`src/hdl/wpm_pkg.sv`:
```
// Shared types and constants for the wildcard pattern matcher.
package wpm_pkg;

  // Request opcodes carried on the input channel.
  typedef enum logic [1:0] {
    OP_APPEND = 2'd0,
    OP_TEXT   = 2'd1,
    OP_END    = 2'd2,
    OP_CLEAR  = 2'd3
  } op_t;

  // Pattern bytes with a wildcard meaning.
  localparam logic [7:0] SYM_ANY  = 8'd63;
  localparam logic [7:0] SYM_STAR = 8'd42;

  // Command broadcast from the top level to every cell in the chain.
  typedef struct packed {
    logic       valid;
    op_t        op;
    logic [7:0] symbol;
  } cell_cmd_t;

endpackage

```
`src/hdl/wpm_if.sv`:
```
// Valid/ready channel interfaces for the matcher's request and result streams.
interface wpm_in_if;
  logic       valid;
  logic       ready;
  logic [1:0] op;
  logic [7:0] symbol;

  modport source (output valid, output op, output symbol, input ready);
  modport sink   (input valid, input op, input symbol, output ready);
endinterface

interface wpm_out_if;
  logic valid;
  logic ready;
  logic matched;
  logic pattern_overflow;

  modport source (output valid, output matched, output pattern_overflow, input ready);
  modport sink   (input valid, input matched, input pattern_overflow, output ready);
endinterface

```
`src/hdl/wpm_cell.sv`:
```
// One pattern position: stored byte, occupancy flag and active bit.
module wpm_cell #(
  parameter int IDX         = 0,
  parameter int MAX_PATTERN = 32,
  parameter int LEN_W       = 6
) (
  input  logic                  clk,
  input  logic                  rst_n,
  input  wpm_pkg::cell_cmd_t    cmd,
  input  logic [LEN_W-1:0]      len,
  input  logic                  used_prev,
  input  logic                  shift_in,
  input  logic                  close_in,
  output logic                  shift_out,
  output logic                  close_out,
  output logic                  used_out,
  output logic                  hit
);

  // The last cell only holds the final position and never stores a byte.
  localparam bit LOADABLE = (IDX < MAX_PATTERN);
  localparam logic [LEN_W-1:0] IDX_L = LEN_W'(IDX);
  localparam bit IS_FIRST = (IDX == 0);

  logic       used_r, used_nxt;
  logic [7:0] char_r, char_nxt;
  logic       act_r, act_nxt;
  logic       star_n;
  logic       is_text;
  logic       raw;
  logic       closed;

  // Pattern storage update for append and clear requests.
  always_comb begin
    used_nxt = used_r;
    char_nxt = char_r;
    if (cmd.valid && cmd.op == wpm_pkg::OP_CLEAR) begin
      used_nxt = 1'b0;
    end else if (LOADABLE && cmd.valid && cmd.op == wpm_pkg::OP_APPEND && len == IDX_L) begin
      used_nxt = 1'b1;
      char_nxt = cmd.symbol;
    end
  end

  // A text byte moves activity forward; other requests reseed position zero.
  assign is_text   = cmd.valid && cmd.op == wpm_pkg::OP_TEXT;
  assign star_n    = used_nxt && char_nxt == wpm_pkg::SYM_STAR;
  assign shift_out = is_text && act_r && used_r &&
                     (char_r == wpm_pkg::SYM_ANY || char_r == cmd.symbol);
  assign raw       = is_text ? ((act_r && star_n) || shift_in) : IS_FIRST;

  // Star closure ripples to the neighbor like a carry.
  assign closed    = raw || close_in;
  assign close_out = closed && star_n;
  assign act_nxt   = cmd.valid ? closed : act_r;

  // This cell is the final position when it is empty and its predecessor is not.
  assign used_out = used_r;
  assign hit      = act_r && !used_r && used_prev;

  always_ff @(posedge clk) begin
    if (!rst_n) begin
      used_r <= 1'b0;
      act_r  <= IS_FIRST;
    end else begin
      used_r <= used_nxt;
      act_r  <= act_nxt;
    end
  end

  // Pattern byte needs no reset.
  always_ff @(posedge clk) begin
    char_r <= char_nxt;
  end

endmodule

```
`src/hdl/wildcard_pattern_matcher.sv`:
```
// Top level of the wildcard pattern matcher: cell chain, length count and result stage.
//
// Usage: requests arrive on in_chan (op, symbol). OP_APPEND adds one pattern
// byte ('?' matches any byte, '*' any run), OP_CLEAR empties the pattern,
// OP_TEXT feeds one text byte and OP_END closes the text. Only OP_END yields
// a result on out_chan: matched tells whether the whole text matched the
// whole pattern, and pattern_overflow whether appended bytes were dropped
// because MAX_PATTERN positions were full. Append, clear and end of text all
// restart matching at the start of the pattern.
// Throughput: one request per cycle while the skid entry is empty. Each text byte updates every pattern
// position at once in a chain of MAX_PATTERN+1 cells; star closure ripples
// through the chain within the same cycle.
// Results: each OP_END result is registered in the result register, or in the skid entry while out_chan holds.
// Stall: a result register plus one skid entry hold results; in_chan.ready
// drops only while the skid entry is occupied.
// Reset: the pattern is empty, the overflow flag is clear and no result is
// pending; in_chan.ready is high as soon as reset is released.
module wildcard_pattern_matcher #(
  parameter int MAX_PATTERN = 32
) (
  input  logic       clk,
  input  logic       rst_n,
  wpm_in_if.sink     in_chan,
  wpm_out_if.source  out_chan
);

  localparam int LEN_W = $clog2(MAX_PATTERN + 1);
  localparam int NCELL = MAX_PATTERN + 1;
  localparam logic [LEN_W-1:0] MAX_L = LEN_W'(MAX_PATTERN);

  wpm_pkg::cell_cmd_t cmd;
  logic               accept;
  logic               push;
  logic               take;

  logic [LEN_W-1:0]   len_r, len_nxt;
  logic               ovf_r, ovf_nxt;

  logic [NCELL:0]     shift_c;
  logic [NCELL:0]     close_c;
  logic [NCELL-1:0]   used_c;
  logic [NCELL-1:0]   hit_c;
  logic               matched_now;

  logic               out_valid_r, out_valid_nxt;
  logic               out_matched_r, out_ovf_r;
  logic               skid_valid_r, skid_valid_nxt;
  logic               skid_matched_r, skid_ovf_r;

  // Input handshake and command broadcast.
  assign in_chan.ready = !skid_valid_r;
  assign accept        = in_chan.valid && !skid_valid_r;
  assign cmd.valid     = accept;
  assign cmd.op        = wpm_pkg::op_t'(in_chan.op);
  assign cmd.symbol    = in_chan.symbol;

  // Pattern length and overflow flag.
  always_comb begin
    len_nxt = len_r;
    ovf_nxt = ovf_r;
    if (accept && cmd.op == wpm_pkg::OP_CLEAR) begin
      len_nxt = '0;
      ovf_nxt = 1'b0;
    end else if (accept && cmd.op == wpm_pkg::OP_APPEND) begin
      if (len_r < MAX_L) begin
        len_nxt = len_r + LEN_W'(1);
      end else begin
        ovf_nxt = 1'b1;
      end
    end
  end

  always_ff @(posedge clk) begin
    if (!rst_n) begin
      len_r <= '0;
      ovf_r <= 1'b0;
    end else begin
      len_r <= len_nxt;
      ovf_r <= ovf_nxt;
    end
  end

  // Chain of pattern-position cells.
  assign shift_c[0] = 1'b0;
  assign close_c[0] = 1'b0;

  for (genvar j = 0; j < NCELL; j++) begin : g_cell
    logic used_prev;
    if (j == 0) begin : g_head
      assign used_prev = 1'b1;
    end else begin : g_body
      assign used_prev = used_c[j-1];
    end

    wpm_cell #(
      .IDX         (j),
      .MAX_PATTERN (MAX_PATTERN),
      .LEN_W       (LEN_W)
    ) u_cell (
      .clk       (clk),
      .rst_n     (rst_n),
      .cmd       (cmd),
      .len       (len_r),
      .used_prev (used_prev),
      .shift_in  (shift_c[j]),
      .close_in  (close_c[j]),
      .shift_out (shift_c[j+1]),
      .close_out (close_c[j+1]),
      .used_out  (used_c[j]),
      .hit       (hit_c[j])
    );
  end

  // Exactly one cell marks the final position; its active bit is the answer.
  assign matched_now = |hit_c;

  // Result register with one skid entry.
  assign push = accept && cmd.op == wpm_pkg::OP_END;
  assign take = out_valid_r && out_chan.ready;

  assign out_valid_nxt  = skid_valid_r || push || (out_valid_r && !take);
  assign skid_valid_nxt = skid_valid_r ? !take : (push && out_valid_r && !take);

  always_ff @(posedge clk) begin
    if (!rst_n) begin
      out_valid_r  <= 1'b0;
      skid_valid_r <= 1'b0;
    end else begin
      out_valid_r  <= out_valid_nxt;
      skid_valid_r <= skid_valid_nxt;
    end
  end

  // Result payload moves without reset.
  always_ff @(posedge clk) begin
    if (skid_valid_r && take) begin
      out_matched_r <= skid_matched_r;
      out_ovf_r     <= skid_ovf_r;
    end else if (push && (!out_valid_r || take)) begin
      out_matched_r <= matched_now;
      out_ovf_r     <= ovf_r;
    end
    if (push && out_valid_r && !take) begin
      skid_matched_r <= matched_now;
      skid_ovf_r     <= ovf_r;
    end
  end

  assign out_chan.valid            = out_valid_r;
  assign out_chan.matched          = out_matched_r;
  assign out_chan.pattern_overflow = out_ovf_r;

endmodule

```
`src/flat_wrapper.sv`:
```
// flat-port wrapper written by rule: the top's interface ports become plain ports
module wildcard_pattern_matcher_flat 
#(
  parameter int MAX_PATTERN = 32
)
  (clk, rst_n, in_chan_valid, in_chan_op, in_chan_symbol, in_chan_ready, out_chan_valid, out_chan_matched, out_chan_pattern_overflow, out_chan_ready);
  wpm_in_if in_chan_i ();
  wpm_out_if out_chan_i ();
  input  logic clk;
  input  logic rst_n;
  input wire logic [$bits(in_chan_i.valid)-1:0] in_chan_valid;
  input wire logic [$bits(in_chan_i.op)-1:0] in_chan_op;
  input wire logic [$bits(in_chan_i.symbol)-1:0] in_chan_symbol;
  output wire logic [$bits(in_chan_i.ready)-1:0] in_chan_ready;
  output wire logic [$bits(out_chan_i.valid)-1:0] out_chan_valid;
  output wire logic [$bits(out_chan_i.matched)-1:0] out_chan_matched;
  output wire logic [$bits(out_chan_i.pattern_overflow)-1:0] out_chan_pattern_overflow;
  input wire logic [$bits(out_chan_i.ready)-1:0] out_chan_ready;
  assign in_chan_i.valid = in_chan_valid;
  assign in_chan_i.op = in_chan_op;
  assign in_chan_i.symbol = in_chan_symbol;
  assign in_chan_ready = in_chan_i.ready;
  assign out_chan_valid = out_chan_i.valid;
  assign out_chan_matched = out_chan_i.matched;
  assign out_chan_pattern_overflow = out_chan_i.pattern_overflow;
  assign out_chan_i.ready = out_chan_ready;
  wildcard_pattern_matcher #(.MAX_PATTERN(MAX_PATTERN)) u_core (.clk(clk), .rst_n(rst_n), .in_chan(in_chan_i), .out_chan(out_chan_i));
endmodule
```
`config.mk`:
```
export PLATFORM = sky130hd
export DESIGN_NAME = wildcard_pattern_matcher_flat
export DESIGN_NICKNAME = d
export VERILOG_FILES = /design/src/hdl/wpm_pkg.sv /design/src/hdl/wpm_if.sv /design/src/hdl/wpm_cell.sv /design/src/hdl/wildcard_pattern_matcher.sv /design/src/flat_wrapper.sv
export SDC_FILE = /design/constraint.sdc
export NUM_CORES = 1
export LEC_CHECK = 0
export BUFFER_PORTS_ARGS = -buffer_cell sky130_fd_sc_hd__buf_2
export CAP_MARGIN = 20
export CORE_AREA = 2 2 246 248
export DETAILED_ROUTE_END_ITERATION = 10
export DIE_AREA = 0 0 248 250
export SLEW_MARGIN = 20
export SYNTH_ARGS = -nofsm -noshare
export SYNTH_HDL_FRONTEND = slang
export SYNTH_SLANG_ARGS = --single-unit
```
`constraint.sdc`:
```
create_clock -name clk -period 4.72 [get_ports clk]
set_clock_uncertainty 0.15 [all_clocks]
set_input_delay 0.472 -clock clk [delete_from_list [all_inputs] [get_ports clk]]
set_output_delay 0.472 -clock clk [all_outputs]
set_load 0.01 [all_outputs]
```
### After elaboration in Yosys (flattened, before gate mapping)

Cells that the tools add are included.
Widths: inputs -> output; s select.

* div/mod/pow operators: 0
* reduce and logical (&&, ||, !) cells: 439
* $add $sub $neg: 1
* mux-type cells: 166
* multiply operators: 0
* bitwise operators: 2
* eq/ne operators: 130
* order comparisons: 1
* shifts and indexed selects: 0

Operator list (number)
* $eq 8x6->1 const B: 64
* $mux 8: 64
* $logic_and 1x1->1: 299
* $eq 8x8->1: 32
* $mux 1: 102
* $logic_or 1x1->1: 98
* $eq 6x5->1 const B: 16
* $eq 6x4->1 const B: 8
* $logic_not 1->1: 35
* $reduce_or 33->1: 1
* $eq 6x3->1 const B: 4
* $eq 6x2->1 const B: 2
* $add 6x1->6 const B: 1
* $eq 6x1->1 const B: 1
* $logic_not 6->1: 1
* $lt 6x6->1 const B: 1
* $eq 2x2->1 const B: 2
* $reduce_and 2->1: 2
* $eq 2x1->1 const B: 1
* $logic_not 2->1: 1
* $not 1->1: 2
* $reduce_bool 2->1: 1
* $reduce_or 2->1: 1

* memories: 0
* bits of input ports: 14
* RAM bits: 0
* bits in read-only memories: 0
* logic and storage cells: 844
* bits in latches: 0
* register bits after elaboration: 334

### Logic depth before layout (Yosys ltp)

* depth in word-level cells: 74
* gate-level depth with buffers: 16

### Modules after synthesis

A second synthesis with hierarchy kept.

* cells, all modules: 2055
* area total of the unflattened synthesis: 20178.1 um2

Modules (own cells, without submodules)
* wpm_cell at u_core.g_cell[19].u_cell ...: area an instance 668.1 um2, seq. area each 200.2 um2, cells an instance 69, times used 6
* wpm_cell at u_core.g_cell[11].u_cell ...: area an instance 659.4 um2, seq. area each 200.2 um2, cells an instance 69, times used 4
* wpm_cell at u_core.g_cell[1].u_cell ...: area an instance 584.3 um2, seq. area each 200.2 um2, cells an instance 56, times used 4
* wpm_cell at u_core.g_cell[10].u_cell ...: area an instance 559.3 um2, seq. area each 200.2 um2, cells an instance 59, times used 4
* wpm_cell at u_core.g_cell[15].u_cell ...: area an instance 600.6 um2, seq. area each 200.2 um2, cells an instance 57, times used 3
* wpm_cell at u_core.g_cell[23].u_cell ...: area an instance 596.8 um2, seq. area each 200.2 um2, cells an instance 57, times used 2
* wpm_cell at u_core.g_cell[20].u_cell ...: area an instance 559.3 um2, seq. area each 200.2 um2, cells an instance 60, times used 2
* wpm_cell at u_core.g_cell[17].u_cell ...: area an instance 556.8 um2, seq. area each 200.2 um2, cells an instance 59, times used 2
* wildcard_pattern_matcher: area an instance 714.4 um2, seq. area each 300.3 um2, cells an instance 76, times used 1
* wpm_cell at u_core.g_cell[31].u_cell: area an instance 655.6 um2, seq. area each 200.2 um2, cells an instance 66, times used 1
* wpm_cell at u_core.g_cell[16].u_cell: area an instance 594.3 um2, seq. area each 200.2 um2, cells an instance 56, times used 1
* wpm_cell at u_core.g_cell[0].u_cell: area an instance 583.1 um2, seq. area each 200.2 um2, cells an instance 56, times used 1
* wpm_cell at u_core.g_cell[12].u_cell: area an instance 555.5 um2, seq. area each 200.2 um2, cells an instance 59, times used 1
* wpm_cell at u_core.g_cell[3].u_cell: area an instance 551.8 um2, seq. area each 200.2 um2, cells an instance 59, times used 1
* wpm_cell at u_core.g_cell[32].u_cell: area an instance 75.1 um2, seq. area each 20.0 um2, cells an instance 10, times used 1

### Worst setup path after synthesis

No wires, ideal clock.

* path type: input to register
* start: input port in_chan_op[0]
* end: register u_core.g_cell[18].u_cell.act_r
* arrival: 3.459 ns
* cell stages on the path: 12
* setup slack: 0.996 ns
* path through: buf_2 nor4_4 nand4_2 mux2_2 a32o_1 a221o_1 and2_1 a22oi_2 a21oi_2 o31a_1 or4_1 and3_1

* cells in the longest elaborated chain, start to end: 45
* elaborated cells between the ends (all ways): 285
* classes of those cells: eq/ne (21); mux (95); reduce/logical (169)

RTL lines
* start, declared: line flat_wrapper.sv:12 `input wire logic [$bits(in_chan_i.op)-1:0] in_chan_op;`
* $logic_not 2->1: line wpm_cell.sv:39 `end else if (LOADABLE && cmd.valid && cmd.op == wpm_pkg::OP_APPEND && len == IDX_L) begin`
* $logic_and 1x1->1 (2 in a row): line wpm_cell.sv:39
* $mux 8: line wpm_cell.sv:39
* $mux 8: line wpm_cell.sv:37 `if (cmd.valid && cmd.op == wpm_pkg::OP_CLEAR) begin`
* $eq 8x6->1: line wpm_cell.sv:47 `assign star_n = used_nxt && char_nxt == wpm_pkg::SYM_STAR;`
* $logic_and 1x1->1: line wpm_cell.sv:47
* $logic_and 1x1->1: line wpm_cell.sv:50 `assign raw = is_text ? ((act_r && star_n) || shift_in) : IS_FIRST;`
* $logic_or 1x1->1 or $mux 1 (tied branches): line wpm_cell.sv:50
* (+28 left out)
* $logic_and 1x1->1: line wpm_cell.sv:54 `assign close_out = closed && star_n;`
* $logic_or 1x1->1: line wpm_cell.sv:53 `assign closed = raw || close_in;`
* $logic_and 1x1->1: line wpm_cell.sv:54
* $logic_or 1x1->1: line wpm_cell.sv:53
* $logic_and 1x1->1: line wpm_cell.sv:54
* $logic_or 1x1->1: line wpm_cell.sv:53
* $logic_and 1x1->1: line wpm_cell.sv:54
* $logic_or 1x1->1 (*): line wpm_cell.sv:53
* end signal, assigned: line wpm_cell.sv:67 `act_r <= act_nxt;`
* end, declared: line wpm_cell.sv:27 `logic act_r, act_nxt;`

Mark *: on every way between the ends. The rest lies on a longest branch, timed or not.
A chain may end at the register's enable or synchronous reset.

### Worst setup path after layout

* start: register u_core.skid_valid_r
* end: register u_core.g_cell[18].u_cell.act_r

* cells in the longest elaborated chain, start to end: 46
* elaborated cells between the ends (all ways): 284
* classes of those cells: eq/ne (19); mux (95); reduce/logical (170)

RTL lines
* start, declared: line wildcard_pattern_matcher.sv:47 `logic skid_valid_r, skid_valid_nxt;`
* start signal, assigned: line wildcard_pattern_matcher.sv:130 `skid_valid_r <= skid_valid_nxt;`
* $logic_not 1->1 (*): line wildcard_pattern_matcher.sv:52 `assign accept = in_chan.valid && !skid_valid_r;`
* $logic_and 1x1->1 (*): line wildcard_pattern_matcher.sv:52
* $logic_and 1x1->1 (2 in a row): line wpm_cell.sv:39
* $mux 8: line wpm_cell.sv:39
* $mux 8: line wpm_cell.sv:37
* $eq 8x6->1: line wpm_cell.sv:47
* $logic_and 1x1->1: line wpm_cell.sv:47
* $logic_and 1x1->1: line wpm_cell.sv:50
* (+29 left out)
* $logic_and 1x1->1: line wpm_cell.sv:54
* $logic_or 1x1->1: line wpm_cell.sv:53
* $logic_and 1x1->1: line wpm_cell.sv:54
* $logic_or 1x1->1: line wpm_cell.sv:53
* $logic_and 1x1->1: line wpm_cell.sv:54
* $logic_or 1x1->1: line wpm_cell.sv:53
* $logic_and 1x1->1: line wpm_cell.sv:54
* $logic_or 1x1->1: line wpm_cell.sv:53

Marked as above.

==> impl_metrics.json <==
{
  "run_status": "finished clean",
  "cpMaxStageDelayCell": "dfxtp_1",
  "cp-start-kind": "flip-flop",
  "fp.dieH_microns": 250,
  "synth_warnings": 0,
  "yosys_register_bits": 334,
  "fin_ws_ps": 492.6,
  "cp_top_family": "simple AND/OR/NAND/NOR gates",
  "post_drt_wl_per_cell_microns": 18.54,
  "async_flop_share": 0,
  "ys.flop_type": "dfxtp_1",
  "detail-route-antenna-nets": 0,
  "ff2ff_setup_slack_ps": 490,
  "gr-total-overflow": 0,
  "p_leak_nw": 7.734,
  "clock_path_buffers": 3,
  "cts_resized": 0,
  "wl_met2_mm": 24.04,
  "htreeDepth": 2,
  "crit_path_max_fanout": 48,
  "antenna_cells": 0,
  "cp_common_cell": "nand4_1",
  "wl_met3_mm": 2.453,
  "synth_top_area_cell": "dfxtp_1",
  "first_pass_iters": 5,
  "start_util": 0.2959,
  "cts_tree": "yes",
  "ios": 18,
  "numCtsBuffers": 40,
  "initialDrtViolationCount": 993,
  "cp-end-kind": "flip-flop",
  "cellPowerDensity_mw_per_mm2": 326.2,
  "synthAdderAreaFrac": 0.002839,
  "synthCells": 1892,
  "fmax_ghz": 0.2366,
  "synth_top_area_share": 0.3748,
  "ys_seq_area_frac": 0.3816,
  "wl_met1_mm": 22.38,
  "max_slew_margin": 0.4938,
  "path_class": "flip-flop to flip-flop",
  "cap_violations": 0,
  "min-delay-path-class": "input port to flip-flop",
  "synthMuxAreaShare": 0.1497,
  "final_hold_viol_count": 0,
  "finalNetCount": 1920,
  "synth-edff-count": 4,
  "critPathMaxStageDelay_ps": 630,
  "vias": 14340,
  "portBuffers": 17,
  "top_layer": "met4",
  "syn-num-nets": 1910,
  "synth.distinct_cells": 80,
  "tightest_slew_ps": 757.4,
  "r2r-end": "u_core.g_cell[18].u_cell.act_r",
  "area_growth_syn_to_layout_pct": 15.01,
  "cts_num_sinks": 334,
  "setup-violations-final": 0,
  "wl_mm": 50.31,
  "grt_pass1_wl_mm": 79.37,
  "grt_max_degree": 63,
  "synth_xor_area_frac": 0.1292,
  "crit_start": "u_core.skid_valid_r",
  "synth_top_family_by_area": "simple AND/OR/NAND/NOR gates",
  "dp_hpwl_mm": 34.98,
  "path_cells": "nand4b_1, buf_12, nand4_1, nand4_1, o21ai_1, a2111oi_0, nand4_1, a22oi_2, a21oi_2, o31a_1, or4_1, and3_1",
  "antenna_found_initial": 0,
  "route.detailed.drc": 0,
  "synth_area_leaders": "dfxtp_1 (37%), mux2_2 (14%), xor2_1 (6.5%)",
  "dieArea_sq_mm": 0.06200,
  "pre_cts_ws_ps": 437.8,
  "crit_buf_inv": 1,
  "postCtsHoldBufs": 0,
  "synth_compound_area_frac": 0.1039,
  "critPathArrivalTime_ps": 4530,
  "rr_startpoint": "u_core.skid_valid_r",
  "worst-path-stages": 12,
  "endpoint": "u_core.g_cell[18].u_cell.act_r",
  "fp-row-count": 90,
  "timing.setup.tns_ps": 0,
  "syn_area_per_cell_sq_um": 9.317,
  "yosys-top-cells-count": "dfxtp_1 (330), mux2_2 (213), nand2_1 (157)",
  "chipWidth_microns": 248,
  "ir_drop_mv": 0.3168,
  "clk_latency_ps": 570,
  "worstPathRequired_ps": 5020,
  "timing.reg2reg.worst_path_depth": 12,
  "post_cts_buffers": 0,
  "core-area_sq_mm": 0.05957,
  "fillerInstances": 5967,
  "yosysMostFrequentCell": "dfxtp_1",
  "drv_slew": 0,
  "place_congestion": 0.9243,
  "root_buffer": "clkbuf_16",
  "synth_area_sq_mm": 0.01763,
  "drive_above_1_share": 0.2144,
  "synth-simple-area-share": 0.1933,
  "period_needed_ps": 4227,
  "grt_setup_unrepaired": "no",
  "grt_pass1_vias": 14070,
  "post-route-period-util": 0.8956,
  "clk_pin_slew_ps": 60,
  "viasPerCell": 5.286,
  "grt_usage": 0.1605
}
## how the worst min path moves through the flow
stage | startpoint | to | slack (ps) | cells past startpoint
6_report | out_chan_ready | u_core.skid_valid_r | 70 | 4
5_1_grt | out_chan_ready | u_core.skid_valid_r | 100 | 4
4_1_cts | out_chan_ready | u_core.skid_valid_r | 50 | 4
3_5_place_dp | u_core.g_cell[8].u_cell.char_r[5] | u_core.g_cell[8].u_cell.char_r[5] | 310 | 2
3_3_place_gp | u_core.g_cell[8].u_cell.char_r[3] | u_core.g_cell[8].u_cell.char_r[3] | 310 | 2
2_1_floorplan | u_core.g_cell[8].u_cell.char_r[7] | u_core.g_cell[8].u_cell.char_r[7] | 290 | 2
## worst reg2reg max path, stage by stage, from the launching register on
cell       delay [ps]
dfxtp_1           630
nand4b_1          240
buf_12            270
nand4_1           300
nand4_1           200
o21ai_1           150
a2111oi_0         530
nand4_1           280
a22oi_2           370
a21oi_2           140
o31a_1            310
or4_1             400
and3_1            180
## power breakdown
part	switching, W	internal, W
clock	0.00124	0.00203
combinational	0.000257	0.000167
sequential	0.0000445	0.00287
total	0.00155	0.00507
## through the flow
step / cell area [sq um] / util / hold slack [ps] / instances / power, W
after CTS: 20270 / 0.3403 / 51.04 / 2713 / 0.006681
after floorplan: 17630 / - / 291.8 / 1892 / 0.003252
after detailed placement: 18880 / 0.3169 / 311.2 / 2642 / 0.003396
after global routing: 20270 / 0.3403 / 104.4 / 2713 / 0.006824
final: 20270 / 0.3403 / 70.86 / 2713 / 0.006613
after global placement: 18880 / 0.3169 / 309.0 / 2642 / 0.003387
## cells by family after synthesis
group,after synthesis
mux,237
compound gates,278
buf+inv,168
simple gates,611
xor+xnor,260
flops,334
fa+ha+maj,4
## cell type report
| cell class | instances | area [sq um] | share of cell area |
|---|---|---|---|
| Inverter | 36 | 135.1 | 0.006665 |
| Sequential cell | 334 | 6726 | 0.3318 |
| Multi-Input combinational cell | 1390 | 10210 | 0.5038 |
| Clock inverter | 17 | 250.2 | 0.01234 |
| Clock buffer | 54 | 1145 | 0.05647 |
| Tap cell | 782 | 978.4 | 0.04826 |
| Timing Repair Buffer | 100 | 825.8 | 0.04073 |
## flip-flops by register name, indices dropped and copies added (netlist names)
| register | count |
|---|---|
| u_core.g_cell.u_cell.char_r | 256 |
| u_core.skid_matched_r | 1 |
| u_core.ovf_r | 1 |
| u_core.out_chan.pattern_overflow | 1 |
| u_core.out_chan.matched | 1 |
| u_core.g_cell.u_cell.act_r | 33 |
| u_core.skid_ovf_r | 1 |
| u_core.g_cell.u_cell.used_out | 32 |
| u_core.skid_valid_r | 1 |
| u_core.len_r | 6 |
| u_core.out_chan.valid | 1 |
## layer usage
| metal | global-route usage | vias up |
|---|---|---|
| li1 | - | 6845 |
| met1 | 0.2094 | 6995 |
| met2 | 0.2676 | 392 |
| met3 | 0.02183 | 108 |
| met4 | 0.05920 | 0 |
| met5 | 0 | - |
## cell usage in the layout (no fill, tap or decap), drive strengths merged, types with 50 or more instances in the layout
master,netlist,final
xor2,131,131
nand2,157,157
nor2,69,69
nor4,50,50
o21ai,70,70
nand4,90,90
buf,65,100
xnor2,129,129
nand3,52,52
mux2,213,213
dfxtp,330,330
a21oi,59,59
clkbuf,67,54
Note: power is estimated with default switching activity, not from simulation.
